<file path="src/rci_pkg.sv">
// shared constants for the ray / vertical cylinder intersection block
// register indexes, fixed datapath widths and step counts
// no dependencies
package rci_pkg;

    localparam int FRAC_BITS = 16;

    // configuration register indexes
    localparam int         CFG_IDX_W  = 2;
    localparam logic [1:0] REG_AXIS_X = 2'd0;
    localparam logic [1:0] REG_AXIS_Z = 2'd1;
    localparam logic [1:0] REG_RADIUS = 2'd2;

    localparam logic [30:0] RADIUS_RESET = 31'd65536;

    // multiplier operand width default and its fixed latency
    localparam int MUL_W   = 32;
    localparam int MUL_LAT = 3;

    // datapath widths
    localparam int MAG_W  = 32;   // |d|, |p| in the x/z plane
    localparam int SQ_W   = 64;   // 32x32 products
    localparam int A_W    = 65;   // a = dx^2 + dz^2
    localparam int H_W    = 66;   // h, c signed
    localparam int HH_W   = 130;  // h^2, a*|c|
    localparam int RAD_W  = 132;  // discriminant, even width for the root
    localparam int ROOT_W = 66;
    localparam int REM_W  = 68;
    localparam int N_W    = 68;   // root choice numerator, signed
    localparam int NM_W   = 67;
    localparam int P_W    = 99;   // |d_k| * |n|
    localparam int NUM_W  = 101;  // 2|p| + a
    localparam int DEN_W  = 66;   // 2a
    localparam int DREM_W = 66;

    localparam int SQRT_STEPS = 66;
    localparam int DIV_STEPS  = 35;

endpackage

</file>
<file path="src/rci_mul.sv">
// pipelined unsigned multiplier, operands split into narrow limbs
// three register stages: partial products, row sums, final sum
// depends on rci_pkg
module rci_mul #(
    parameter int AW = rci_pkg::MUL_W,
    parameter int BW = rci_pkg::MUL_W
) (
    input  logic             aclk,
    input  logic             en,
    input  logic [AW-1:0]    a,
    input  logic [BW-1:0]    b,
    output logic [AW+BW-1:0] p
);

    localparam int MW    = (AW > BW) ? AW : BW;
    localparam int NL    = (MW + 23) / 24;
    localparam int LW    = (MW + NL - 1) / NL;
    localparam int PADW  = NL * LW;
    localparam int ROWW  = (NL + 1) * LW;
    localparam int FULLW = 2 * PADW;

    logic [PADW-1:0] a_pad;
    logic [PADW-1:0] b_pad;

    logic [2*LW-1:0]  pp_reg  [NL][NL];
    logic [ROWW-1:0]  row_reg [NL];
    logic [ROWW-1:0]  row_next[NL];
    logic [FULLW-1:0] sum_next;
    logic [AW+BW-1:0] p_reg;

    assign a_pad = PADW'(a);
    assign b_pad = PADW'(b);

    always_comb begin
        for (int i = 0; i < NL; i++) begin
            row_next[i] = '0;
            for (int j = 0; j < NL; j++) begin
                row_next[i] = row_next[i] + (ROWW'(pp_reg[i][j]) << (j * LW));
            end
        end
        sum_next = '0;
        for (int i = 0; i < NL; i++) begin
            sum_next = sum_next + (FULLW'(row_reg[i]) << (i * LW));
        end
    end

    always_ff @(posedge aclk) begin
        if (en) begin
            for (int i = 0; i < NL; i++) begin
                for (int j = 0; j < NL; j++) begin
                    pp_reg[i][j] <= a_pad[i*LW +: LW] * b_pad[j*LW +: LW];
                end
                row_reg[i] <= row_next[i];
            end
            p_reg <= sum_next[AW+BW-1:0];
        end
    end

    assign p = p_reg;

endmodule

</file>
<file path="config.mk">
export PLATFORM = sky130hd
export DESIGN_NAME = rci_mul
export DESIGN_NICKNAME = d
export VERILOG_FILES = /design/src/rci_pkg.sv /design/src/rci_mul.sv
export SDC_FILE = /design/constraint.sdc
export NUM_CORES = 2
export LEC_CHECK = 0
export BUFFER_PORTS_ARGS = -buffer_cell sky130_fd_sc_hd__buf_4
export CAP_MARGIN = 10
export CORE_MARGIN = 3
export CORE_UTILIZATION = 60
export DETAILED_ROUTE_END_ITERATION = 7
export PLACE_DENSITY_LB_ADDON = 0.3
export SLEW_MARGIN = 20
export SYNTH_ARGS = -nofsm -noshare
export SYNTH_HDL_FRONTEND = slang
export SYNTH_SLANG_ARGS = --single-unit
export TNS_END_PERCENT = 50
</file>
<file path="constraint.sdc">
create_clock -name aclk -period 17.11 [get_ports aclk]
set_clock_uncertainty 0.05 [all_clocks]
set_input_delay 1.711 -clock aclk [delete_from_list [all_inputs] [get_ports aclk]]
set_output_delay 1.711 -clock aclk [all_outputs]
set_load 0.1 [all_outputs]
</file>
==> summary.md <==
| Metric | Value |
|---|---|
| Outcome | complete, no violations |
| Vias in the first global route | 34000 |
| Nature of the critical path endpoint | register |
| Post-synth EDFFs | 288 |
| Die area | 80100 sq um |
| Hold Path Class | register to register |
| H-tree depth | 2 |
| Share of layout cells above drive strength 1 | 4.46% |
| Largest area contributor in the netlist | fa_1 |
| Slew margin rel. | approximately 33% |
| Worst EP required | between 15 and 20 ns |
| FP Rows | 100 |
| Clk_lat worst skew | 0.55 ns |
| Die Y | 283 um |
| CTS tree | yes |
| R2r worst-path depth | 11 |
| Setup Viol. Count Final | 0 |
| HPWL after detailed placement | 82300 um |
| Sequential fraction of the synthesis area | 18.8% |
| Chip Width | roughly 280 um |
| Global-route wire length before repair | roughly 180000 um |
| Clk slew on worst S/H paths | 0.07 ns |
| R2R Path Start | row_reg[0][17]$_DFFE_PP_ |
| Hold Buf Count CTS | 0 |
| Final worst-path cycle share | 45.0% |
| DRC | 0 |
| Unique masters post-synth | 73 |
| Critical path endpoint | pp_reg[0][62]$_DFFE_PP_ |
| Setup TNS Final | 0 ns |
| Max reg flops | 128 |
| Initial antenna violation count | 4 |
| Setup Fix Bufs, Post-CTS | 0 |
| Critical setup path kind | input port to register |
| Ys Warns | 0 |
| Mean Syn Cell Area | 9.77 sq um |
| Ys flop type | edfxtp_1 |
| CP dominant cell by count | fa_1 |
| CP cell instances | buf_4 > nand2_1 > fa_1 > inv_1 > fa_1 > fa_1 > fa_1 > fa_1 > inv_1 > fa_1 > inv_1 > ha_1 > and3_1 > and3_1 > a22oi_1 > o2111ai_1 > nand2_1 > o21ai_1 > o41a_1 > a21oi_1 > o21ai_1 > xor2_1 |
| Mapped Nets | between 6000 and 7000 |
| Ys async rst share | 0% |
| Maxcap violations | 0 |
| Iter 0 DRT Violations | 2393 |
| Via count | 31900 |
| CP Max Fanout | 32 |
| Top-area cell type share of the netlist area | 33.9% |
| Achievable Freq | 130 MHz |
| Non-Filler Instances | around 5700 |
| Count leader, synth | inv_1 |
| Worst setup margin | 9.42 ns |
| Critical Path AT | 7.95 ns |
| Post-synth top cells | inv_1, fa_1, nand2_1 |
| TritonCTS Sinks | 288 |
| Drt total wl | around 110000 um |
| Cell count after synthesis | 4711 |
| Startpoint types | input port |
| Slew Limit Fails | 0 |
| Ranking of synthesized cells by area | fa_1, edfxtp_1, ha_1 |
| Reg area | between 8000 and 9000 sq um |
| CTS Buffer Depth | 3 |
| Placer Congestion | 0.935 |
| Reg2reg setup slack | around 13 ns |
| FILL cells | approximately 6000 |
| RSZ-0062 raised after global routing | false |
| DRT Pass-1 Iters | 7 |
| Pre-CTS WS | roughly 9 ns |
| Placed cells | ~5700 |
| Vias per std cell | 5.58 |
| Initial Util | 61.2% |
| Number of synthesized register bits | about 290 |
| Final min period | a little under 8 ns |
| Overflow left after global routing | 0 |
| Slowest stage delay, CP | about 0.6 ns |
| Wire per inst | 19.1 um |
| Worst reg2reg path endpoint | p[59]$_DFFE_PP_ |
| Slew @ Worst Pin | 0.998 ns |
| Layout area overhead | 5.83% |
| Hold path cells | 0 |
| Crit-path slowest cell | fa_1 |
| Port bufs | roughly 130 |
| Largest net degree at the start of global routing | 185 |
| GRT Util Overall | 28.3% |
| Setup crit start | b[8] |
| Final Hold Viols | 0 |
| Inserted Clock Buffers | 34 |
| Post_cts resized | 0 |
| Root Buffer | clkbuf_16 |
| Footprint of the multi-input gates | 33100 sq um |
| Mapped cell area | 46000 sq um |
| Top-level port count | 130 |
| Final ANT Viol Nets | 0 |
| # nets final | 6008 |
| Core box area | 75200 sq um |
-- layout by cell type, fill, tap and decap left out, types with 18 or more instances in the layout --
cell type  instances
a21o_1            66
a21oi_1          134
and2_1           480
and3_1            27
buf_4            130
clkbuf_16         35
edfxtp_1         288
fa_1             779
ha_1             480
inv_1            938
nand2_1          637
nand2b_1          21
nand3_1           41
nor2_1            99
nor3_1            25
o21a_1            18
o21ai_0           58
o21ai_1           19
o21bai_1          21
xnor2_1          148
xor2_1            62
-- worst max-delay path, delay by kind of cell --
kind / cells / cell delay, ns
XOR/XNOR: 1 / 0.15
buffers and inverters: 4 / 0.59
AO/OA/AOI/OAI: 6 / 1.32
AND/OR/NAND/NOR: 4 / 0.79
adder cells (fa/ha/maj): 7 / 3.37
-- cell type report --
class                      instances  share of cell area (%)
multi-input combinational       3289                    68.0
sequential                       288                    17.8
inverter                         938                    7.23
tap                             1020                    2.62
timing repair buffer             132                    2.08
clock buffer                      38                    1.82
clock inverter                    23                   0.504
antenna                            1                 0.00514
-- per-layer routing --
layer | global-route usage [%] | vias up | wire length, um
met5 | 0 | - | 12
met2 | 45.2 | 1296 | 50100
li1 | - | 14500 | -
met3 | 6.84 | 245 | 11200
met4 | 9.06 | 2 | 3690
met1 | 38.3 | 15900 | 44600
-- how the worst min path moves through the flow --
| stage | startpoint | end | slack, ns |
|---|---|---|---|
| detailed placement | row_reg[0][15]$_DFFE_PP_ | p[15]$_DFFE_PP_ | 0.35 |
| global placement | row_reg[0][9]$_DFFE_PP_ | p[9]$_DFFE_PP_ | 0.35 |
| floorplan | row_reg[0][0]$_DFFE_PP_ | p[0]$_DFFE_PP_ | 0.35 |
| global route | pp_reg[0][36]$_DFFE_PP_ | row_reg[0][4]$_DFFE_PP_ | 0.37 |
| CTS | row_reg[0][2]$_DFFE_PP_ | p[2]$_DFFE_PP_ | 0.36 |
| finish | row_reg[0][2]$_DFFE_PP_ | p[2]$_DFFE_PP_ | 0.36 |
-- kinds of logic after synthesis --
| logic type | count (synthesis) | synth area share (%) |
|---|---|---|
| AO/OA/AOI/OAI | 417 | 6.01 |
| XOR/XNOR | 210 | 4.00 |
| adder cells (fa/ha/maj) | 1259 | 46.9 |
| buffers and inverters | 1134 | 9.26 |
| flip-flops | 288 | 18.8 |
| multiplexers | 1 | 0.0218 |
| AND/OR/NAND/NOR | 1402 | 15.0 |
-- metrics by stage --
step	util, %	hold slack [ns]	instance area (sq um)
2_1_floorplan	-	0.350	46000
3_3_place_gp	63.3	0.351	47600
3_5_place_dp	63.3	0.355	47600
4_1_cts	64.8	0.360	48700
5_1_grt	64.8	0.373	48700
6_report	64.8	0.361	48700
Power is not shown: default switching activity piles up to over one toggle a cycle in this logic, so the estimate is an artifact.
